<file path="config.mk">
export PLATFORM = sky130hd
export DESIGN_NAME = salc_ram
export DESIGN_NICKNAME = d
export VERILOG_FILES = /design/src/hw/rtl/set_assoc_lru_miss_counter_macros.svh /design/src/hw/rtl/salc_ram.sv
export SDC_FILE = /design/constraint.sdc
export NUM_CORES = 1
export LEC_CHECK = 0
export ABC_CLOCK_PERIOD_IN_PS = 2020
export BUFFER_PORTS_ARGS = -buffer_cell sky130_fd_sc_hd__buf_4
export CAP_MARGIN = 20
export CORE_UTILIZATION = 25
export DETAILED_ROUTE_END_ITERATION = 10
export GPL_TIMING_DRIVEN = 0
export PLACE_DENSITY_LB_ADDON = 0.12
export RECOVER_POWER = 50
export SYNTH_ARGS = -nofsm -noshare
export SYNTH_HDL_FRONTEND = slang
export SYNTH_SLANG_ARGS = --single-unit
</file>
<file path="constraint.sdc">
create_clock -name clock -period 2.02 [get_ports clock]
set_input_delay 0.202 -clock clock [delete_from_list [all_inputs] [get_ports clock]]
set_output_delay 0.202 -clock clock [all_outputs]
set_load 0.02 [all_outputs]
</file>
<file path="src/hw/rtl/set_assoc_lru_miss_counter_macros.svh">
// assertion macros shared by the cache model rtl
`ifndef SET_ASSOC_LRU_MISS_COUNTER_MACROS_SVH
`define SET_ASSOC_LRU_MISS_COUNTER_MACROS_SVH

// a condition implies another in the same cycle
`define SALC_ASSERT_IMPLY(label, clk, rst, cond, prop) \
   label: assert property (@(posedge clk) disable iff (rst) (cond) |-> (prop)) \
      else $error("assertion failed");

// a condition implies another in the next cycle
`define SALC_ASSERT_NEXT(label, clk, rst, cond, prop) \
   label: assert property (@(posedge clk) disable iff (rst) (cond) |=> (prop)) \
      else $error("assertion failed");

`endif

</file>
<file path="src/hw/rtl/salc_ram.sv">
// ----------------------------------------------------------------------------
// salc_ram
// generic single-port synchronous ram, registered read
// ----------------------------------------------------------------------------
module salc_ram #(
   parameter int Width = 8,
   parameter int Depth = 16
) (
   input  logic                     clock,
   input  logic                     wr_en,
   input  logic [$clog2(Depth)-1:0] addr,
   input  logic [Width-1:0]         wr_data,
   output logic [Width-1:0]         rd_data
);

   logic [Width-1:0] mem [Depth];
   logic [Width-1:0] rd_data_ff;

   always_ff @(posedge clock) begin
      if (wr_en) begin
         mem[addr] <= wr_data;
      end
      rd_data_ff <= mem[addr];
   end

   assign rd_data = rd_data_ff;

endmodule

</file>
# After elaboration in Yosys (flattened, before gate mapping)
# Memory sizes are Yosys's and may differ from the RTL's. A register that Yosys moved wholly into a read port is not among the register bits.
# Cells that the tools add are included.
# Widths: inputs -> output; s select.
totals:
  mem_bits_rw: 128
  output_inout_bits: 8
  mem_count: 1
  regBits: 0
  inputBits: 14
  elab_cells: 3
classes:
  mux: 2
mem_list:
  columns: ["memory", "words", "word_bits", "rd", "rd_clocked_by_memory_dff", "wr", "line", "rtl"]
  rows:
  - ["mem", 16, 8, 1, 1, 1, "salc_ram.sv:16", "logic [Width-1:0] mem [Depth];"]
ops:
  columns: ["cell", "count"]
  rows:
  - ["$mux 1", 2]

# Depth between registers and ports, before layout
depth:
  word_depth: 2
  mapped_depth: 5

# Worst setup path before layout
# OpenSTA, ideal clock, no wires.
synth_timing:
  path_kind: "input to register"
  startpoint: "input addr[2]"
  endpoint: "memory mem[0][0] (enable)"
  t_required_ns: 1.637
  n_path_buf: 0
  stages: 2
  arrival_ns: 1.312
  setup_ns: 0.383
  setup_slack_ns: 0.325
  cell_sequence: "or3b_2 > nor3_1"
synth_lines:
  columns: ["element", "line", "rtl"]
  rows:
  - ["start, declared", "salc_ram.sv:11", "input logic [$clog2(Depth)-1:0] addr,"]
  - ["end, declared", "salc_ram.sv:16", null]
# Straight into the memory's write port.

# Final worst setup path
layout_timing:
  startpoint: "input addr[1]"
  endpoint: "memory mem[7][7] (enable)"
# Straight into the memory's write port.

==> metrics.csv <==
stage,metric,value,unit
outcome,status,finished clean,
placement,place_inst,517,
cells_and_area,regArea,4000,µm²
timing,drv_slew,0,
global_routing,overflow,0,
worst_setup_path,path_max_fanout,10,
timing,fin_crit_sh,0.945,
timing,rsz0062_at_grt,true,
detailed_routing,wire_per_inst,20.8,µm
clock_network,cts_tree,built,
clock_network,cts.sinks,136,
power,p_sw,1280,µW
cells_and_area,final_common_cell,edfxtp_1,
timing,finalSetupViolCount,0,
power,ir_drop,0.000444,V
detailed_routing,wl,11400,µm
detailed_routing,wl_met1,4840,µm
global_routing,grt_max_degree,17,
power,p_per_area,1030,nW/µm²
yosys,synth_area,5070,µm²
die,initial_utilization,0.258,
cells_and_area,n_antenna_cell,0,
cells_and_area,multi_input_area,1010,µm²
detailed_routing,dr.first_iter.drc_count,183,
timing,finClkSkew,0.00472,ns
yosys,syn_nets,244,
yosys,yosysWarnings,0,
timing,layout_setup_ws,0.111,ns
worst_setup_path,arrival,1.95,ns
power,p_comb_frac,0.054,
timing,hold_violations,0,
die,die_width,144,µm
detailed_routing,top_layer_used,met4,
power,pwr-share-seq,0.507,
power,p_int,4980,µW
timing,relSlewSlack,0.409,
power,finalPower,6260,µW
cells_and_area,nets,285,
placement,place_ws,-0.362,ns
global_routing,grt_usage,0.120,
clock_network,clk_latency,0.42,ns
cells_and_area,nFillCells,1940,
worst_setup_path,start_kind,input pin,
placement,detailed_place_hpwl,7390,µm
detailed_routing,drtPass1Iterations,4,
worst_setup_path,cp-end-kind,flip-flop,
cells_and_area,area_delta_synth_final,19.7,%
clock_network,cts_buffers,17,
timing,fmax,524,MHz
yosys,ys_seq_elements,136,
global_routing,grt_pass1_wl,16200,µm
worst_setup_path,required,2.06,ns
clock_network,path_clk_slew,0.05,ns
power,leakagePower,0.00190,µW
cells_and_area,final_cell_mix,"edfxtp_1 (128), mux4_2 (32), clkbuf_1 (17), clkbuf_16 (17), a22oi_1 (16)",
worst_hold_path,hold_path.class,input pin to flip-flop,
timing,hold_ws,0.381,ns
global_routing,antenna_found_initial,0,
clock_network,cts-root-buf,clkbuf_16,
global_routing,grt_pass1_vias,2487,
clock_network,postCtsHoldBufs,0,
cells_and_area,post-route-util,0.309,
timing,tightest_slew,0.886,ns
placement,io_buffers,19,
detailed_routing,postRouteAntennaNets,0,
clock_network,htreeDepth,4,
cells_and_area,drive_gt1_frac,0.275,
yosys,synth_cell_types,18,
clock_network,cts_max_path_buffers,2,
power,p_clk_frac,0.438,
yosys,synth_area_per_cell,22.0,µm²
detailed_routing,wl_met3,544,µm
detailed_routing,routed-wl-met2,5830,µm
die,ios,22,
worst_setup_path,crit_type,input pin to flip-flop,
job,maxCapViolCount,0,
die,die_y,144,µm
timing,period_needed,1.91,ns
detailed_routing,via_per_inst,4.29,
placement,gp_routability_congestion,0.784,
cells_and_area,final_cells,549,
detailed_routing,dr_total_vias,2357,
yosys,syn_inst,230,
die,num_rows,51,
power,switching_share,0.205,
die,dieArea,20800,µm²
die,core,19700,µm²
detailed_routing,drc,0,
yosys,ys_seq_area_frac,0.790,
-- power by group through the flow --
stage / clock (µW) / combinational (µW) / sequential, µW
after floorplan: 0 / 163 / 3250
after global placement: 0 / 356 / 3230
after detailed placement: 0 / 358 / 3230
after CTS: 2820 / 358 / 3170
after global routing: 2920 / 367 / 3180
final: 2740 / 338 / 3180
-- routing by layer --
metal	up-vias	GRT usage
met5	-	0
li1	1045	-
met4	0	0.0499
met1	1247	0.147
met2	49	0.197
met3	16	0.0354
-- metrics by stage --
| step | cell area, µm² | TNS, ns |
|---|---|---|
| 6_report | 6060 | 0 |
| 5_1_grt | 6060 | -0.336 |
| 4_1_cts | 6090 | 0 |
| 3_5_place_dp | 5570 | -26.27 |
| 3_3_place_gp | 5540 | -38.29 |
| 2_1_floorplan | 5070 | 0 |
-- cell families after synthesis --
logic type,count (synthesis),share of synthesized area
flip-flops,136,0.790
buffers and inverters,11,0.0119
multiplexers,32,0.142
AND/OR/NAND/NOR,35,0.0321
AO/OA/AOI/OAI,16,0.0237
-- layout make-up --
class | instances | share of cell area
Clock buffer | 28 | 0.0836
Buffer | 11 | 0.00990
Multi-Input combinational cell | 83 | 0.167
Clock inverter | 4 | 0.00309
Timing Repair Buffer | 22 | 0.0219
Sequential cell | 136 | 0.660
Tap cell | 265 | 0.0547
-- synth_stat cells --
cell type,number,area (µm²)
nor2b_1,2,12.5
clkbuf_2,1,5.00
nand2_1,9,33.8
nand2b_1,2,12.5
and2_1,1,6.26
mux4_2,32,721
clkbuf_1,2,7.51
dfxtp_1,8,160
buf_6,2,22.5
edfxtp_1,128,3840
or3b_2,1,8.76
nand3b_1,2,15.0
nor2_1,13,48.8
buf_1,4,15.0
buf_2,2,10.0
a22oi_1,16,120
nand3_1,1,5.00
nor3_1,4,20.0
-- flip-flops by register name, indices dropped and copies added, names as in the netlist --
| signal | cells |
|---|---|
| mem | 128 |
| rd_data | 8 |
-- critical path, cell delays in order --
cell and delay, ns:
buf_2 0.27, buf_1 0.47, nand2_1 0.28, nor2_1 0.72
-- path summary, 6_finish.rpt --
kind | startpoint | end | slack, ns | depth (start not counted)
worst max-delay path | addr[1] | mem[7][7] | 0.11 | 4
worst min-delay path | addr[3] | rd_data[2] | 0.38 | 4
worst max register to register | mem[8][5] | rd_data[5] | 0.50 | 3
worst min register to register | mem[6][1] | rd_data[1] | 0.69 | 3
-- timing repair --
item,in CTS,in global routing
setup endpoints to repair,0,19
gates resized for setup,0,1
buffers inserted,0,0
endpoints found under the hold margin,0,0
Note: power is estimated with default switching activity, not from simulation.
