### config.mk
export PLATFORM = sky130hd
export DESIGN_NAME = salc_update
export DESIGN_NICKNAME = d
export VERILOG_FILES = /design/src/hw/rtl/set_assoc_lru_miss_counter_macros.svh /design/src/hw/rtl/salc_pkg.sv /design/src/hw/rtl/salc_update.sv
export SDC_FILE = /design/constraint.sdc
export NUM_CORES = 1
export LEC_CHECK = 0
export ABC_AREA = 0
export BUFFER_PORTS_ARGS = -buffer_cell sky130_fd_sc_hd__buf_2
export CELL_PAD_IN_SITES_DETAIL_PLACEMENT = 0
export CELL_PAD_IN_SITES_GLOBAL_PLACEMENT = 1
export CORE_AREA = 2 2 347 349
export DETAILED_ROUTE_END_ITERATION = 10
export DIE_AREA = 0 0 349 351
export PLACE_DENSITY = 0.41
export SYNTH_ARGS = -nofsm -noshare
export SYNTH_HDL_FRONTEND = slang
export SYNTH_SLANG_ARGS = --single-unit
export TNS_END_PERCENT = 10
### constraint.sdc
create_clock -name vclk -period 6.34
set_input_delay 0.634 -clock vclk [all_inputs]
set_output_delay 0.634 -clock vclk [all_outputs]
set_load 0.02 [all_outputs]
### src/hw/rtl/set_assoc_lru_miss_counter_macros.svh
// assertion macros shared by the cache model rtl
`ifndef SET_ASSOC_LRU_MISS_COUNTER_MACROS_SVH
`define SET_ASSOC_LRU_MISS_COUNTER_MACROS_SVH

// a condition implies another in the same cycle
`define SALC_ASSERT_IMPLY(label, clk, rst, cond, prop) \
   label: assert property (@(posedge clk) disable iff (rst) (cond) |-> (prop)) \
      else $error("assertion failed");

// a condition implies another in the next cycle
`define SALC_ASSERT_NEXT(label, clk, rst, cond, prop) \
   label: assert property (@(posedge clk) disable iff (rst) (cond) |=> (prop)) \
      else $error("assertion failed");

`endif

### src/hw/rtl/salc_pkg.sv
// ----------------------------------------------------------------------------
// salc_pkg
// constants and types shared by the set-associative cache model
// ----------------------------------------------------------------------------
package salc_pkg;

   localparam int LineOffsetBits = 6;
   localparam int Ways           = 12;
   localparam int Sets           = 4096;
   localparam int AddressBits    = 48;

   localparam int InBits   = 48;
   localparam int SetBits  = (Sets > 1) ? $clog2(Sets) : 1;
   localparam int SetShift = $clog2(Sets);
   localparam int TagBits  = AddressBits - LineOffsetBits - SetShift;
   localparam int WayBits  = 4;
   localparam int RankBits = 4;
   localparam int CntBits  = WayBits + 1;
   localparam int MissBits = 32;
   localparam int EntBits  = 1 + TagBits + RankBits;
   localparam int RowBits  = Ways * EntBits;

   typedef enum logic [1:0] {
      ST_IDLE,
      ST_LOOK,
      ST_HOLD
   } state_type;

   typedef struct packed {
      logic            hit;
      logic [WayBits-1:0] way;
      logic            evicted;
   } outcome_type;

endpackage

### src/hw/rtl/salc_update.sv
// ----------------------------------------------------------------------------
// salc_update
// tag compare, victim pick and lru rank update over one set row
// ----------------------------------------------------------------------------
module salc_update (
   input  logic [salc_pkg::RowBits-1:0] row,
   input  logic [salc_pkg::CntBits-1:0] filled,
   input  logic [salc_pkg::TagBits-1:0] tag,
   output logic [salc_pkg::RowBits-1:0] new_row,
   output logic [salc_pkg::CntBits-1:0] new_filled,
   output salc_pkg::outcome_type        outcome
);

   localparam int TB = salc_pkg::TagBits;
   localparam int RB = salc_pkg::RankBits;
   localparam int EB = salc_pkg::EntBits;

   logic [salc_pkg::Ways-1:0] match;
   logic [salc_pkg::Ways-1:0] is_old;
   logic [RB-1:0]             limit;
   logic [salc_pkg::WayBits-1:0] way;

   always_comb begin
      logic [RB-1:0] rk;
      logic [RB-1:0] sel_rank;
      logic [salc_pkg::WayBits-1:0] hway;
      logic [salc_pkg::WayBits-1:0] vway;
      logic found;
      logic vfound;
      hway = '0;
      vway = '0;
      found = 1'b0;
      vfound = 1'b0;
      sel_rank = '0;
      for (int i = 0; i < salc_pkg::Ways; i++) begin
         match[i]  = row[i*EB+EB-1] && (row[i*EB+RB +: TB] == tag);
         is_old[i] = row[i*EB+EB-1]
            && (row[i*EB +: RB] == RB'(filled - salc_pkg::CntBits'(1)));
      end
      for (int i = salc_pkg::Ways - 1; i >= 0; i--) begin
         if (match[i]) begin
            found = 1'b1;
            hway = salc_pkg::WayBits'(i);
         end
         if (is_old[i]) begin
            vfound = 1'b1;
            vway = salc_pkg::WayBits'(i);
         end
      end
      outcome.hit = found;
      outcome.evicted = 1'b0;
      new_filled = filled;
      if (found) begin
         way = hway;
      end else if (filled < salc_pkg::CntBits'(salc_pkg::Ways)) begin
         way = salc_pkg::WayBits'(filled);
         new_filled = filled + salc_pkg::CntBits'(1);
      end else begin
         way = vfound ? vway : '0;
         outcome.evicted = 1'b1;
      end
      outcome.way = way;
      sel_rank = '0;
      for (int i = 0; i < salc_pkg::Ways; i++) begin
         if (salc_pkg::WayBits'(i) == way) begin
            sel_rank = row[i*EB +: RB];
         end
      end
      // a fill ages every valid way
      if (!found && filled < salc_pkg::CntBits'(salc_pkg::Ways)) begin
         limit = RB'(filled);
      end else begin
         limit = sel_rank;
      end
      new_row = row;
      for (int i = 0; i < salc_pkg::Ways; i++) begin
         rk = row[i*EB +: RB];
         if (salc_pkg::WayBits'(i) == way) begin
            new_row[i*EB+EB-1] = 1'b1;
            new_row[i*EB+RB +: TB] = tag;
            new_row[i*EB +: RB] = '0;
         end else if (row[i*EB+EB-1] && rk < limit) begin
            new_row[i*EB +: RB] = rk + RB'(1);
         end
      end
   end

endmodule

* After elaboration in Yosys (flattened, before gate mapping)
Cells that the tools add are included.
Word-level totals: register bits 0, output and inout bits 431, word-level logic and storage cells 205, bits of input ports 455
Cells by class: magnitude comparators 13, reductions and logical operators 39, add/subtract/negate cells 14, muxes and demuxes 104, equality and inequality tests 35
Operator list (count):
- 31-bit two-way mux | 12
- 30-bit equality test | 12
- 4-bit two-way mux | 64
- 4-bit by 1-bit adder with 4-bit output (second input constant) | 12
- 4-bit equality test | 12
- 4-bit < comparator | 12
- 1-bit logical AND | 37
- 1-bit two-way mux | 26
- 3-bit by 4-bit equality test with 1-bit output (first input constant) | 4
- 4-bit equality test (first input constant) | 4
- 5-bit two-way mux | 2
- 2-bit by 4-bit equality test with 1-bit output (first input constant) | 2
- 5-bit by 1-bit adder with 5-bit output (second input constant) | 1
- 5-bit by 4-bit < comparator with 1-bit output (second input constant) | 1
- 1-bit by 4-bit equality test with 1-bit output (first input constant) | 1
- 4-bit logical NOT | 1
- 4-bit by 1-bit subtractor with 4-bit output (second input constant) | 1
- 1-bit logical NOT | 1

* Logic depth before layout (Yosys ltp)
depth after elaboration 36, depth in mapped cells 25, depth with buffers taken out 21

* Worst setup path before layout
OpenSTA, ideal clock, no wires.
path type in2out, from input filled[0] in the netlist's numbering, to output new_row[143] in the netlist's numbering, path buffers 6, arrival 6.495 ns, stages on the path 23, setup slack -0.789 ns, cell sequence buf_2 -> buf_2 -> inv_1 -> ha_1 -> clkbuf_1 -> buf_4 -> xor2_1 -> nand4_1 -> or2_1 -> a41o_1 -> a31oi_1 -> o21a_1 -> a21o_1 -> buf_1 -> nand4_1 -> clkbuf_1 -> o221a_2 -> a31oi_1 -> ha_1 -> nand3_1 -> nand4b_1 -> or4_1 -> a21oi_1
RTL lines:
- start, declared | RTL line salc_update.sv:7 | input logic [salc_pkg::CntBits-1:0] filled,
- end, declared | RTL line salc_update.sv:9 | output logic [salc_pkg::RowBits-1:0] new_row,

* Worst setup path after layout
from input tag[2] in the netlist's numbering, to output new_row[177] in the netlist's numbering
Between the ends: cells in the longest elaborated chain, start to end 33, elaborated cells between the ends (all ways) 80, those cells by class order compare (1); eq/ne (23); mux (40); reduce/logical (16)
RTL lines:
- start, declared | RTL line salc_update.sv:8 | input logic [salc_pkg::TagBits-1:0] tag,
- 30-bit equality test | RTL line salc_update.sv:36 | match[i] = row[i*EB+EB-1] && (row[i*EB+RB +: TB] == tag);
- 1-bit logical AND | RTL line salc_update.sv:36
- 4-bit two-way mux / 1-bit two-way mux (equally long branches) (12 in series) | RTL line salc_update.sv:41 | if (match[i]) begin
- 4-bit two-way mux | RTL line salc_update.sv:53 | if (found) begin
- 4-bit logical NOT | RTL line salc_update.sv:65 | if (salc_pkg::WayBits'(i) == way) begin
- 4-bit two-way mux (12 in series) | RTL line salc_update.sv:65
- 4-bit two-way mux | RTL line salc_update.sv:70 | if (!found && filled < salc_pkg::CntBits'(salc_pkg::Ways)) begin
- 4-bit < comparator | RTL line salc_update.sv:82 | end else if (row[i*EB+EB-1] && rk < limit) begin
- 1-bit logical AND | RTL line salc_update.sv:82
- 4-bit two-way mux | RTL line salc_update.sv:82
- 4-bit two-way mux (*) | RTL line salc_update.sv:78 | if (salc_pkg::WayBits'(i) == way) begin
Mark *: on every way between the ends. The rest lies on a longest branch, timed or not.

==> impl_metrics.csv <==
group,metric,value,unit
timing,period_share,106.8,%
setup_path,worstPathRequired,5.71,ns
floorplan,site_row_count,127,
setup_path,critPathMostFrequentCell,"buf_6",
layout,areaGrowthSynthToFinish,93.90,%
grt,grt_start_max_net_pins,38,
timing,fin_setup_tns,-14.02,ns
grt,vias_in_the_first_global_route,20920,
floorplan,io-pin-count,886,
job,max_cap_violations,0,
grt,grt_overflow_total,0,
power,power.static_leakage,0.01200,µW
setup_path,crit_slowest_cell,"a311o_2",
floorplan,die_width,349,µm
logic_synthesis,yosysUniqueCellTypes,85,
power,cell_internal_pwr,1517,µW
detailed_routing,avgRoutedWirePerCell,30.83,µm
placed_design,routabilityCongestion,0.8905,
power,switching_share,56.71,%
floorplan,die_height,351,µm
power,switching_power,1987,µW
detailed_routing,routed-via-count,20520,
setup_path,critical_path.endpoint_type,"output pin",
power,combPwrFrac,100.0,%
timing,setup_viol_count_final,48,
placed_design,placed_area,24960,µm²
floorplan,floorplan.die_area,122500,µm²
setup_path,worstSetupPathType,"input pin to output pin",
logic_synthesis,post_synthesis_instance_area,13940,µm²
grt,grt_use_met3,3.078,%
grt,globalRouteMet2Util,40.75,%
timing,relSlewSlack,26.22,%
logic_synthesis,number_of_nets_in_the_synthesized_netlist,2377,
setup_path,worstPathMaxFanout,11,
layout,layout-drive-gt1-share,62.40,%
timing,final-hold-violation-count,0,
run_status,run_status,"complete, but fails checks",
grt,groute.layer.met1.usage,29.13,%
run_status,failed_checks,"negative setup slack",
timing,setup_slack,-0.4286,ns
layout,final_net_count,3728,
power,power_per_cell_area,129.7,nW/µm²
timing,max_freq,147.7,MHz
floorplan,placeableCoreArea,119000,µm²
layout,final-seq-area,0,µm²
power,vdd_drop_max,0.04957,mV
setup_path,critical_path_arrival,6.13,ns
setup_path,critical-path-max-stage-delay,0.47,ns
setup_path,worstSetupStartpointType,"input pin",
timing,maxSlewViolCount,0,
power,sequentialPowerShare,0,%
floorplan,initial_core_util,11.71,%
placed_design,dp_hpwl,131100,µm
detailed_routing,detail_route.drc_violations,0,
logic_synthesis,yosysWarningCount,0,
timing,rsz_0062_raised_after_global_routing,"true",
timing,worstMarginPinSlew,1.107,ns
layout,post-route-cell-area,27020,µm²
grt,antenna_found_initial,54,
timing,fin_hold_ws,1.568,ns
logic_synthesis,synthesis.instances,1872,
layout,clock_buffer_count,0,
detailed_routing,routed_wl,147700,µm
placed_design,io_buffers,886,
logic_synthesis,syn-mean-instance-area,7.445,µm²
logic_synthesis,sequential_fraction_of_the_synthesis_area,0,%
worst_hold_path,min_path_type,"input pin to output pin",
grt,global_router_s_overall_resource_usage,22.67,%
detailed_routing,drt-initial-drc-count,1155,
timing,period_minus_slack,6.769,ns
grt,grt_pass1_wl,189500,µm
grt,global_route.peak_usage_layer,"met2",
detailed_routing,detail_route.vias_per_cell,4.282,
layout,flops_and_latches,0,
power,clkPwrFrac,0,%
detailed_routing,drtPass1Iterations,5,
detailed_routing,ant_nets,0,
## layout make-up
class / count / area [µm²]
Antenna cell: 23 / 57.56
Tap cell: 1548 / 1937
Timing Repair Buffer: 1507 / 10380
Inverter: 32 / 120.1
Multi-Input combinational cell: 1682 / 14530
Fill cell: 13590 / 91990
## through the flow
| step | power [µW] | cells | setup WS [ns] | utilization (%) |
|---|---|---|---|---|
| 2_1_floorplan | 1567 | 1872 | 0.01960 | - |
| 3_3_place_gp | 3218 | 4742 | -1.338 | 20.97 |
| 3_5_place_dp | 3213 | 4742 | -1.316 | 20.97 |
| 4_1_cts | 3450 | 4759 | -0.4183 | 22.07 |
| 5_1_grt | 3702 | 4784 | -0.5671 | 22.69 |
| 6_report | 3504 | 4792 | -0.4286 | 22.71 |
## cells in the mapped netlist (11+ instances only)
cell type  number  area [µm²]
xnor2_1       349        3057
nand2_1       340        1276
mux2_2        271        3052
nand4_1       160        1001
clkbuf_1       63       236.5
nand3_1        56       280.3
ha_1           50       625.6
buf_2          49       245.2
xor2_1         37       324.1
a21oi_1        36       180.2
or4_1          35       262.8
nor4_1         34       212.7
nor2_1         31       116.4
inv_1          28       105.1
buf_1          23       86.33
o21ai_0        23       115.1
o31ai_1        22       165.2
nand4b_1       18       157.7
xnor3_1        18       405.4
mux2i_1        16       160.2
buf_6          14       157.7
or3_1          14       87.58
and3_1         11       68.82
## cell usage in the layout (no fill, tap or decap), types with 23 or more instances in the layout
cell / n
mux2_2: 271
diode_2: 23
buf_12: 69
xnor2_2: 39
xnor2_1: 300
nand4_1: 160
buf_2: 833
buf_4: 545
buf_6: 51
nand3_1: 45
nand2_1: 340
inv_1: 28
ha_1: 38
xor2_1: 37
## critical path: cells and delay by family
family                     cells  cell delay (ns)
adders and majority gates      1             0.22
and+or+nand+nor                6             1.23
AOI/OAI and AO/OA              8             1.78
muxes                          2             0.42
xor gates and xnor gates       1             0.17
buffers and inverters         10             1.59
## logic make-up (layout without fill, tap and decap cells)
kind of cell / Yosys count / after routing / share of synthesized area, %
compound gates: 167 / 167 / 9.211
xor+xnor: 412 / 412 / 28.10
fa+ha+maj: 50 / 50 / 4.489
buf+inv: 190 / 1539 / 6.733
mux: 288 / 288 / 23.13
other cells: 0 / 23 / 0
simple gates: 765 / 765 / 28.34
## routing by layer
metal	part of all wire, %	wire, µm	vias to the layer above
met5	0.084	124	-
met4	1.8	2589	20
met3	4.9	7241	130
met2	50	73200	717
met1	44	64580	10150
li1	-	-	9508
## what timing repair did
action                     in CTS  in global routing
setup endpoints to repair      55                 48
pin swaps                      63                 24
setup buffers                  16                 10
resized for setup             232                105
hold endpoints to repair        0                  0
cloned                          1                  1
hold buffers                    0                  0
## power groups by stage
stage | combinational [µW] | sequential [µW] | clock [µW]
after detailed placement | 3210 | 0 | 0
after floorplan | 1570 | 0 | 0
after CTS | 3450 | 0 | 0
after global routing | 3700 | 0 | 0.000319
final | 3500 | 0 | 0.000437
after global placement | 3220 | 0 | 0
## path summary, 6_finish.rpt
| kind | from | endpoint | slack, ns | cells after the start |
|---|---|---|---|---|
| setup / recovery | tag[2] | new_row[177] | -0.43 | 28 |
| hold / removal | filled[4] | new_filled[4] | 1.57 | 2 |
Power figures use the tool's default switching activity.
